--- config.mk ---
export PLATFORM = sky130hd
export DESIGN_NAME = modular_power_unit
export DESIGN_NICKNAME = d
export VERILOG_FILES = /design/src/hdl/mpow_pkg.sv /design/src/hdl/modular_power_unit.sv /design/src/hdl/mpow_ctrl.sv /design/src/hdl/mpow_dp.sv
export SDC_FILE = /design/constraint.sdc
export NUM_CORES = 2
export LEC_CHECK = 0
export ABC_AREA = 1
export BUFFER_PORTS_ARGS = -buffer_cell sky130_fd_sc_hd__buf_2
export CAP_MARGIN = 15
export CORE_ASPECT_RATIO = 0.9
export CORE_MARGIN = 1.5
export CORE_UTILIZATION = 45
export CTS_BUF_LIST = sky130_fd_sc_hd__clkbuf_16
export DETAILED_ROUTE_END_ITERATION = 8
export GPL_TIMING_DRIVEN = 0
export PLACE_DENSITY = 0.58
export SLEW_MARGIN = 20
export SYNTH_ARGS = -nofsm -noshare
export SYNTH_HDL_FRONTEND = slang
export SYNTH_SLANG_ARGS = --single-unit
--- constraint.sdc ---
create_clock -name clk -period 15.14 [get_ports clk]
set_input_delay 1.514 -clock clk [delete_from_list [all_inputs] [get_ports clk]]
set_output_delay 1.514 -clock clk [all_outputs]
set_load 0.02 [all_outputs]
--- src/hdl/mpow_pkg.sv ---
// Shared types and constants for the modular power unit.
// Used by mpow_ctrl, mpow_dp and modular_power_unit; depends on nothing.
package mpow_pkg;

  localparam int unsigned MOD_W  = 31;
  localparam int unsigned IN_W   = 63;
  localparam int unsigned PROD_W = 2 * MOD_W;
  localparam int unsigned CNT_W  = $clog2(IN_W);
  localparam int unsigned ADDR_W = 3;
  localparam int unsigned DATA_W = 32;

  localparam logic [MOD_W-1:0] MODULUS_RESET = 31'd1000000007;

  // Register index of the modulus on the configuration port.
  localparam logic REG_MODULUS = 1'b0;

  // Commands from the controller to the datapath.
  typedef struct packed {
    logic cap;       // take a new request: start reducing the base, hold the exponent
    logic red_exp;   // start reducing the held exponent by modulus - 1
    logic red_prod;  // start reducing the product register by the modulus
    logic mul_en;    // load the product register
    logic mul_sq;    // product is b * b rather than acc * b
    logic wr_b;      // remainder to b
    logic wr_e;      // remainder to e
    logic wr_acc;    // remainder to acc
    logic e_shift;   // drop the lowest exponent bit
    logic acc_zero;  // force the result to zero
  } cmd_t;

  // Status from the datapath to the controller.
  typedef struct packed {
    logic red_busy;
    logic e_zero;
    logic e_lsb;
    logic m_small;
  } stat_t;

endpackage

--- src/hdl/modular_power_unit.sv ---
// Modular power unit: base ** exponent mod modulus, right-to-left square-and-multiply.
// When the modulus is below two the result is forced to zero and done follows in the next cycle;
// otherwise the unit reduces both inputs, then for each reduced exponent bit (31 bits at most)
// multiplies for a set bit and squares, each product reduced by the one-bit-a-cycle remainder
// unit. One request at a time, the next taken the cycle after done; no stalls.
// Synchronous active-high reset returns the controller to idle and the modulus to 1000000007.
module modular_power_unit (
  input  logic                               clk,
  input  logic                               rst,
  // Request channel.
  input  logic                               start,
  output logic                               busy,
  input  logic [mpow_pkg::IN_W-1:0]          base_value,
  input  logic [mpow_pkg::IN_W-1:0]          exponent_value,
  // Result channel: valid for the single cycle in which done is high.
  output logic                               done,
  output logic [mpow_pkg::MOD_W-1:0]         power_result,
  // Configuration port.
  input  logic                               psel,
  input  logic                               penable,
  input  logic                               pwrite,
  input  logic [mpow_pkg::ADDR_W-1:0]        paddr,
  input  logic [mpow_pkg::DATA_W-1:0]        pwdata,
  output logic [mpow_pkg::DATA_W-1:0]        prdata,
  output logic                               pready
);

  mpow_pkg::cmd_t  cmd;
  mpow_pkg::stat_t stat;

  logic [mpow_pkg::MOD_W-1:0] modulus;
  logic                       reg_sel;
  logic                       cfg_wr;

  // Registers sit on 32-bit words; bit 2 of the address picks the word, and only
  // the first word exists. Writes to any other word are dropped.
  assign reg_sel = (paddr[2] == mpow_pkg::REG_MODULUS);
  assign pready  = 1'b1;
  assign cfg_wr  = psel && penable && pwrite && pready;

  always_ff @(posedge clk) begin
    if (rst) begin
      modulus <= mpow_pkg::MODULUS_RESET;
    end else if (cfg_wr && reg_sel) begin
      modulus <= pwdata[mpow_pkg::MOD_W-1:0];
    end
  end

  // Reads of the missing word return zero.
  assign prdata = reg_sel ? {1'b0, modulus} : '0;

  // The controller sequences the reductions and the multiply steps; the datapath
  // holds all operands and reports when its remainder unit is free, whether the exponent
  // is zero, what its lowest bit is and whether the modulus is below two.
  mpow_ctrl u_ctrl (
    .clk   (clk),
    .rst   (rst),
    .start (start),
    .stat  (stat),
    .cmd   (cmd),
    .busy  (busy),
    .done  (done)
  );

  mpow_dp u_dp (
    .clk            (clk),
    .rst            (rst),
    .cmd            (cmd),
    .modulus        (modulus),
    .base_value     (base_value),
    .exponent_value (exponent_value),
    .stat           (stat),
    .power_result   (power_result)
  );

`ifndef SYNTHESIS
  // A finished result is always reduced, apart from the zero given for a tiny modulus.
  assert property (@(posedge clk) disable iff (rst)
    done |-> (power_result < modulus) || (power_result == '0))
    else $error("power_result not reduced by the modulus");

  // An accepted request keeps the unit busy on the following cycle.
  assert property (@(posedge clk) disable iff (rst)
    (start && !busy) |=> busy)
    else $error("request accepted but unit not busy");

  // The unit only becomes busy because a request was taken.
  assert property (@(posedge clk) disable iff (rst)
    $rose(busy) |-> $past(start))
    else $error("unit became busy without a request");
`endif

endmodule

--- src/hdl/mpow_ctrl.sv ---
// Controller state machine for the modular power unit.
// Depends on mpow_pkg; drives mpow_dp through cmd_t and reads stat_t.
module mpow_ctrl (
  input  logic            clk,
  input  logic            rst,
  input  logic            start,
  input  mpow_pkg::stat_t stat,
  output mpow_pkg::cmd_t  cmd,
  output logic            busy,
  output logic            done
);

  localparam logic [3:0] S_IDLE = 4'd0;
  localparam logic [3:0] S_RB   = 4'd1;
  localparam logic [3:0] S_RE   = 4'd2;
  localparam logic [3:0] S_LOOP = 4'd3;
  localparam logic [3:0] S_MA   = 4'd4;
  localparam logic [3:0] S_WA   = 4'd5;
  localparam logic [3:0] S_MS   = 4'd6;
  localparam logic [3:0] S_WS   = 4'd7;
  localparam logic [3:0] S_DONE = 4'd8;

  logic [3:0] state;
  logic [3:0] state_next;

  always_ff @(posedge clk) begin
    if (rst) begin
      state <= S_IDLE;
    end else begin
      state <= state_next;
    end
  end

  always_comb begin
    cmd        = '0;
    state_next = state;
    case (state)
      S_IDLE: begin
        if (start) begin
          if (stat.m_small) begin
            cmd.acc_zero = 1'b1;
            state_next   = S_DONE;
          end else begin
            cmd.cap    = 1'b1;
            state_next = S_RB;
          end
        end
      end
      S_RB: begin
        if (!stat.red_busy) begin
          cmd.wr_b    = 1'b1;
          cmd.red_exp = 1'b1;
          state_next  = S_RE;
        end
      end
      S_RE: begin
        if (!stat.red_busy) begin
          cmd.wr_e   = 1'b1;
          state_next = S_LOOP;
        end
      end
      S_LOOP: begin
        if (stat.e_zero) begin
          state_next = S_DONE;
        end else if (stat.e_lsb) begin
          cmd.mul_en = 1'b1;
          state_next = S_MA;
        end else begin
          cmd.mul_en = 1'b1;
          cmd.mul_sq = 1'b1;
          state_next = S_MS;
        end
      end
      S_MA: begin
        cmd.red_prod = 1'b1;
        state_next   = S_WA;
      end
      S_WA: begin
        if (!stat.red_busy) begin
          cmd.wr_acc = 1'b1;
          cmd.mul_en = 1'b1;
          cmd.mul_sq = 1'b1;
          state_next = S_MS;
        end
      end
      S_MS: begin
        cmd.red_prod = 1'b1;
        state_next   = S_WS;
      end
      S_WS: begin
        if (!stat.red_busy) begin
          cmd.wr_b    = 1'b1;
          cmd.e_shift = 1'b1;
          state_next  = S_LOOP;
        end
      end
      S_DONE: begin
        state_next = S_IDLE;
      end
      default: begin
        state_next = S_IDLE;
      end
    endcase
  end

  assign busy = (state != S_IDLE);
  assign done = (state == S_DONE);

endmodule

--- src/hdl/mpow_dp.sv ---
// Datapath of the modular power unit: operand registers, one 31 x 31 multiplier
// and a bit-serial restoring remainder unit shared by every reduction.
// Depends on mpow_pkg; commanded by mpow_ctrl.
module mpow_dp (
  input  logic                          clk,
  input  logic                          rst,
  input  mpow_pkg::cmd_t                cmd,
  input  logic [mpow_pkg::MOD_W-1:0]    modulus,
  input  logic [mpow_pkg::IN_W-1:0]     base_value,
  input  logic [mpow_pkg::IN_W-1:0]     exponent_value,
  output mpow_pkg::stat_t               stat,
  output logic [mpow_pkg::MOD_W-1:0]    power_result
);

  logic [mpow_pkg::IN_W-1:0]   exp_hold;
  logic [mpow_pkg::MOD_W-1:0]  b;
  logic [mpow_pkg::MOD_W-1:0]  e;
  logic [mpow_pkg::MOD_W-1:0]  acc;
  logic [mpow_pkg::PROD_W-1:0] prod;
  logic [mpow_pkg::PROD_W-1:0] prod_next;
  logic [mpow_pkg::MOD_W-1:0]  mul_a;

  // Remainder unit.
  logic [mpow_pkg::IN_W-1:0]   sh;
  logic [mpow_pkg::MOD_W-1:0]  rem;
  logic [mpow_pkg::MOD_W-1:0]  rem_next;
  logic [mpow_pkg::MOD_W-1:0]  div;
  logic [mpow_pkg::CNT_W-1:0]  cnt;
  logic                        red_busy;
  logic [mpow_pkg::MOD_W:0]    trial;
  logic [mpow_pkg::MOD_W:0]    diff;

  assign mul_a     = cmd.mul_sq ? b : acc;
  assign prod_next = mul_a * b;

  // One quotient bit per cycle: bring in the next dividend bit, subtract if it fits.
  assign trial    = {rem, sh[mpow_pkg::IN_W-1]};
  assign diff     = trial - {1'b0, div};
  assign rem_next = (trial >= {1'b0, div}) ? diff[mpow_pkg::MOD_W-1:0]
                                           : trial[mpow_pkg::MOD_W-1:0];

  always_ff @(posedge clk) begin
    if (rst) begin
      red_busy <= 1'b0;
    end else if (cmd.cap || cmd.red_exp || cmd.red_prod) begin
      red_busy <= 1'b1;
    end else if (red_busy && (cnt == '0)) begin
      red_busy <= 1'b0;
    end
  end

  always_ff @(posedge clk) begin
    if (cmd.cap) begin
      sh       <= base_value;
      exp_hold <= exponent_value;
      div      <= modulus;
      rem      <= '0;
      cnt      <= mpow_pkg::CNT_W'(mpow_pkg::IN_W - 1);
    end else if (cmd.red_exp) begin
      sh  <= exp_hold;
      div <= modulus - mpow_pkg::MOD_W'(1);
      rem <= '0;
      cnt <= mpow_pkg::CNT_W'(mpow_pkg::IN_W - 1);
    end else if (cmd.red_prod) begin
      sh  <= {1'b0, prod};
      div <= modulus;
      rem <= '0;
      cnt <= mpow_pkg::CNT_W'(mpow_pkg::IN_W - 1);
    end else if (red_busy) begin
      sh  <= {sh[mpow_pkg::IN_W-2:0], 1'b0};
      rem <= rem_next;
      cnt <= cnt - mpow_pkg::CNT_W'(1);
    end
  end

  always_ff @(posedge clk) begin
    if (cmd.mul_en) begin
      prod <= prod_next;
    end
    if (cmd.wr_b) begin
      b <= rem;
    end
    if (cmd.wr_e) begin
      e <= rem;
    end else if (cmd.e_shift) begin
      e <= {1'b0, e[mpow_pkg::MOD_W-1:1]};
    end
    if (cmd.acc_zero) begin
      acc <= '0;
    end else if (cmd.cap) begin
      acc <= mpow_pkg::MOD_W'(1);
    end else if (cmd.wr_acc) begin
      acc <= rem;
    end
  end

  assign stat.red_busy = red_busy;
  assign stat.e_zero   = (e == '0);
  assign stat.e_lsb    = e[0];
  assign stat.m_small  = (modulus < mpow_pkg::MOD_W'(2));
  assign power_result  = acc;

endmodule
# Word-level counts from Yosys, hierarchy flattened
# Cells that the tools add are included.
[op_classes]
order_cmp = 2
n_eq_ne = 12
reduce_logical = 21
multipliers = 1
n_mux = 41
n_addsub = 3
n_bitwise = 1
[op_table]
columns = ["cell", "n"]
rows = [
  ["$mux 63", 4],
  ["$mux 31", 8],
  ["$mul 31x31->62", 1],
  ["$ge 32x31->1", 1],
  ["$logic_not 31->1", 1],
  ["$lt 31x2->1 const B", 1],
  ["$sub 31x1->31 const B", 1],
  ["$sub 31x31->31", 1],
  ["$pmux 4 s7", 1],
  ["$mux 4", 6],
  ["$mux 1", 18],
  ["$eq 4x3->1 const B", 4],
  ["$eq 4x2->1 const B", 2],
  ["$ne 2x2->1 const B", 4],
  ["$reduce_bool 4->1", 2],
  ["$reduce_or 2->1", 4],
  ["$logic_not 6->1", 1],
  ["$mux 2", 3],
  ["$reduce_bool 2->1", 3],
  ["$sub 6x1->6 const B", 1],
  ["$eq 4x1->1 const B", 1],
  ["$eq 4x4->1 const B", 1],
  ["$logic_and 1x1->1", 4],
  ["$logic_not 4->1", 1],
  ["other kinds (6)", 7],
]
[word_totals]
out_inout_bits = 66
wordCells = 94
input_bits = 167
ff_bits = 385

# Logic depth before layout (Yosys ltp)
[logic_depth]
depth_word = 7
ltp_mapped = 38
depth_no_buf = 36

# Modules after synthesis
# From an unflattened synthesis, not the netlist that was laid out.
[unflattened]
hier_cells = 6031
hier_area_um2 = 49784.0
[by_module_without_submodules]
columns = ["module", "cells_per_inst", "instances", "area_each_um2", "seq_area_each_um2"]
rows = [
  ["mpow_dp", 5722, 1, 47879.7, 9819.4],
  ["modular_power_unit", 242, 1, 1522.7, 620.6],
  ["mpow_ctrl", 67, 1, 381.6, 80.1],
]

# Worst setup path before layout
# No wires, ideal clock.
[synth_path]
path_type = "register -> register"
start = "reg u_dp.e[29] (netlist bit)"
end = "reg u_dp.prod[55] (netlist bit), data pin"
path_buffers = 2
arrival_time_ns = 7.021
setup_time_ns = 0.252
path_slack_ns = 7.866
synth_period_minus_slack_ns = 7.274
t_required_ns = 14.888
stages_incl_launch_ff = 36
cell_sequence = "edfxtp_1 -> or2_0 -> nor3_2 -> nand3_2 -> nand3b_4 -> nand2_4 -> buf_6 -> nand2_4 -> nand2_2 -> buf_2 -> nor2_1 -> fa_1 -> fa_1 -> inv_1 -> fa_1 -> fa_1 -> inv_1 -> fa_1 -> fa_1 -> fa_1 -> inv_1 -> fa_1 -> inv_1 -> ha_1 -> nand2_1 -> nand2_1 -> inv_1 -> nor2_1 -> nor2_1 -> nor2_1 -> nor2_1 -> nand2_1 -> a21oi_1 -> nand2_1 -> nand2_1 -> nand2_1"
[synth_via]
elab_chain_cells = 5
[synth_rtl]
columns = ["element", "line_no", "rtl"]
rows = [
  ["start: declaration", "mpow_dp.sv:17", "logic [mpow_pkg::MOD_W-1:0] e;"],
  ["start signal: assignment", "mpow_dp.sv:84", "e <= rem;"],
  ["start signal: assignment", "mpow_dp.sv:86", "e <= {1'b0, e[mpow_pkg::MOD_W-1:1]};"],
  ["$logic_not 31->1", "mpow_dp.sv:98", "assign stat.e_zero = (e == '0);"],
  ["$mux 2", "mpow_ctrl.sv:63", "if (stat.e_zero) begin"],
  ["$pmux 2 s2", "mpow_ctrl.sv:37", "case (state)"],
  ["$mux 31", "mpow_dp.sv:33", "assign mul_a = cmd.mul_sq ? b : acc;"],
  ["$mul 31x31->62", "mpow_dp.sv:34", "assign prod_next = mul_a * b;"],
  ["via u_dp.prod_next (one bit)", "mpow_dp.sv:20", "logic [mpow_pkg::PROD_W-1:0] prod_next;"],
  ["end signal: assignment", "mpow_dp.sv:78", "prod <= prod_next;"],
  ["end: declaration", "mpow_dp.sv:19", "logic [mpow_pkg::PROD_W-1:0] prod;"],
]
# The timed path passes the listed nets, and every way through them passes these cells.
# A chain may end at the register's enable or synchronous reset.

# Final worst setup path
[layout_path]
start = "reg u_dp.e[12] (netlist bit)"
end = "reg u_dp.prod[54] (netlist bit), data pin"
# The elaborated chain is that of the path after synthesis.

==> metrics.txt <==
status=completed; gr busiest metal=met2; FMAX=0.1037 GHz; worst min-delay path category=reg2reg; Peak VDD IR=between 0.1 and 0.15 mV; DR DRC count=0; Initial Util=about 45%; die width=about 360 um; Post-CTS Hold Fix Bufs=0; Buf/Inv on CP=6; top-area cell type share of the netlist area=about a third; worst r2r src=u_dp.e[12]$_DFFE_PP_; drt via density=roughly 5.6; crit start category=register; CTS sink cnt=385; top cells by count, synth=1205 x inv_1, 924 x nand2_1, 838 x fa_1, 757 x nor2_1, 592 x nand3_1; WHS Endpoint=u_dp.cnt[3]$_SDFFE_PP1P_; FF+latch count, synth=approximately 390; layout cells sized above 1=8.207%; leakage power figure=0.02740 uW; Vias=43.33k; synthesized netlist cell count=5981; Worst path most repeated cell=fa_1; initial DRC count=5126; core area=112700 um2; row count=117; asr flop ratio synth=0%; Final Util=about half; worst r2r dst=u_dp.prod[54]$_DFFE_PP_; Slew Limit Fails=0; Setup Buffers After CTS=0; Max clock buf depth=3; Cell Area, Synth=51030 um2; met2 usage=between 50% and 60%; worst relative slew slack=between 10% and 20%; Yosys warnings=0; First-pass DRT Iterations=6; Clk pin slew, worst setup/hold paths=0.07 ns; number of CTS-inserted buffers=40; register area share after synthesis=20.62%; Post-Route WL=208600 um; final number of setup-violating endpoints=0; slowest library cell on the worst path=nand2_4; P&R area growth vs syn=8.638%; final hold viol count=0; largest cells by area after synthesis=fa_1 33%, edfxtp_1 17%, inv_1 8.9%, ha_1 7.1%, nand2_1 6.8%; CP max FO=10; RePlAce Congestion=1.035; worst slew pin tran=1.310 ns; distinct cell type count of the synthesized netlist=48; number of gates resized after cts=0; GRT Util Overall=a little over a third; CTS tree=yes; Period minus WS final=9.641 ns; grt met3 use=8.079%; crit-path leading delay family=adder cells; first-pass GRT wire length=just under 300000 um; nets=7549; clk_lat worst skew=0.60 ns; grt met1 use=51.67%; WP data required=15.45 ns; HPWL after detailed placement=174500 um; EDFF count, synth=approximately 280; post-synthesis net count=7274; r2r setup slk=approximately 5.5 ns; Ports=233; unrepaired setup endpoints after global routing=no; setup TNS=0 ns; fillers=11.26k; largest net degree at the start of global routing=58; wire per inst=26.82 um; max-cap violation count=0; number of global-route vias before repair=42.72k; Arr. time, crit path=9.95 ns; Final period util=63.68%; Clock Skews=0.04952 ns; crit path kind=reg2reg; hold path start=u_dp.cnt[3]$_SDFFE_PP1P_; PortBufs=227; Routed Antenna Nets=0; antenna violations before repair=9; CP max stage delay=0.61 ns; r2r worst-path depth=31; die area=115400 um2; global route total overflow=0; CTS Root Cell=clkbuf_16; synthesized area per cell=around 8.5 um2; crit end category=register; pwr/cell area=140.0 nW/um2; Die H=322.5 um; cell accounting for the most synthesized area=fa_1; most numerous cell in the Yosys netlist=inv_1; WHS Path Cells=1; H-Tree Depth=2; ys flop type=edfxtp_1
[routing by layer]
| layer | vias to the layer above | wire [um] |
|---|---|---|
| met3 | 382 | 21690 |
| met2 | 2286 | 89380 |
| met1 | 21645 | 88490 |
| met5 | - | 69 |
| li1 | 19004 | - |
| met4 | 10 | 9009 |
[cells in the final DEF (no fill, tap or decap), types with 8 or more instances in the layout]
| master | Yosys | layout |
|---|---|---|
| inv_1 | 1205 | 1215 |
| nand2_1 | 924 | 923 |
| fa_1 | 838 | 838 |
| nor2_1 | 757 | 756 |
| nand3_1 | 592 | 592 |
| buf_2 | 72 | 297 |
| ha_1 | 288 | 288 |
| edfxtp_1 | 281 | 281 |
| clkbuf_1 | 147 | 141 |
| a21oi_1 | 141 | 141 |
| o21ai_0 | 141 | 140 |
| dfxtp_1 | 104 | 104 |
| o211ai_1 | 77 | 77 |
| mux2i_1 | 61 | 61 |
| xor2_1 | 58 | 58 |
| clkbuf_16 | 0 | 41 |
| nand4_1 | 34 | 34 |
| nand2_4 | 30 | 31 |
| nand2_2 | 30 | 30 |
| buf_6 | 28 | 29 |
| nor3_1 | 20 | 20 |
| buf_4 | 17 | 19 |
| nand3b_1 | 19 | 19 |
| xnor2_1 | 18 | 18 |
| nand3b_2 | 15 | 15 |
| clkinv_1 | 8 | 14 |
| and2_1 | 9 | 9 |
| o21ai_1 | 9 | 9 |
| nor2_2 | 8 | 8 |
[report_power, final]
group | internal, uW | leakage, uW | switching [uW]
Sequential | 1560 | 0.00350 | 103
Clock | 514 | 0.000627 | 452
Combinational | 1650 | 0.0233 | 3490
Total | 3720 | 0.0274 | 4040
[final cells by class]
cell class,instances,area (um2),share of cell area (%)
multi-input cells,4110,34590,62.40
repair buffers,233,1270,2.291
well taps,1487,1861,3.356
plain buffers,268,1383,2.494
clock buffers,41,1026,1.851
flip-flops and latches,385,10520,18.98
clock inverters,32,200.2,0.3611
diodes,5,12.51,0.02257
inverters,1218,4572,8.247
[state kept, by name, indices dropped and copies added (netlist names)]
| name | flops |
|---|---|
| u_dp.sh | 63 |
| u_dp.red_busy | 1 |
| u_dp.exp_hold | 63 |
| u_dp.b | 31 |
| u_dp.power_result | 31 |
| u_ctrl.state | 4 |
| u_dp.e | 31 |
| u_dp.div | 31 |
| u_dp.rem | 31 |
| u_dp.cnt | 6 |
| modulus | 31 |
| u_dp.prod | 62 |
[worst register-to-register path, delay by kind of cell, from the launching register on]
kind            cells  cell delay (ns)
simple gates       13             3.04
fa+ha+maj           9             4.37
flops               1             0.40
compound gates      3             0.87
buf+inv             6             0.70
[through the flow]
| stage | cell area (um2) | worst slack (ns) | total power (uW) | instances | hold WS [ns] |
|---|---|---|---|---|---|
| after floorplan | 51030 | 7.866 | 4635 | 5981 | 0.4342 |
| after global placement | 54030 | 5.747 | 6702 | 7695 | 0.4733 |
| after detailed placement | 54190 | 5.759 | 6747 | 7701 | 0.4844 |
| after CTS | 55420 | 5.713 | 7741 | 7774 | 0.4999 |
| after global routing | 55430 | 5.172 | 8208 | 7774 | 0.5202 |
| final | 55440 | 5.499 | 7762 | 7779 | 0.5019 |
[cell families after synthesis]
logic type	after synthesis	share of synthesized area, %
AO/OA/AOI/OAI	389	4.298
XOR/XNOR	76	1.304
adder cells (fa/ha/maj)	1126	39.94
buffers and inverters	1486	11.64
multiplexers	61	1.197
flip-flops	385	20.62
AND/OR/NAND/NOR	2456	20.99
other	2	0.01472
[how the worst max path moves through the flow]
stage / cells after the start / startpoint / to
final: 31 / u_dp.e[12]$_DFFE_PP_ / u_dp.prod[54]$_DFFE_PP_
after global routing: 31 / u_dp.e[12]$_DFFE_PP_ / u_dp.prod[54]$_DFFE_PP_
after CTS: 31 / u_dp.e[12]$_DFFE_PP_ / u_dp.prod[54]$_DFFE_PP_
after detailed placement: 31 / u_dp.e[12]$_DFFE_PP_ / u_dp.prod[54]$_DFFE_PP_
after global placement: 31 / u_dp.e[24]$_DFFE_PP_ / u_dp.prod[54]$_DFFE_PP_
after floorplan: 35 / u_dp.e[29]$_DFFE_PP_ / u_dp.prod[55]$_DFFE_PP_
No activity file was read; power rests on OpenSTA's default activity.
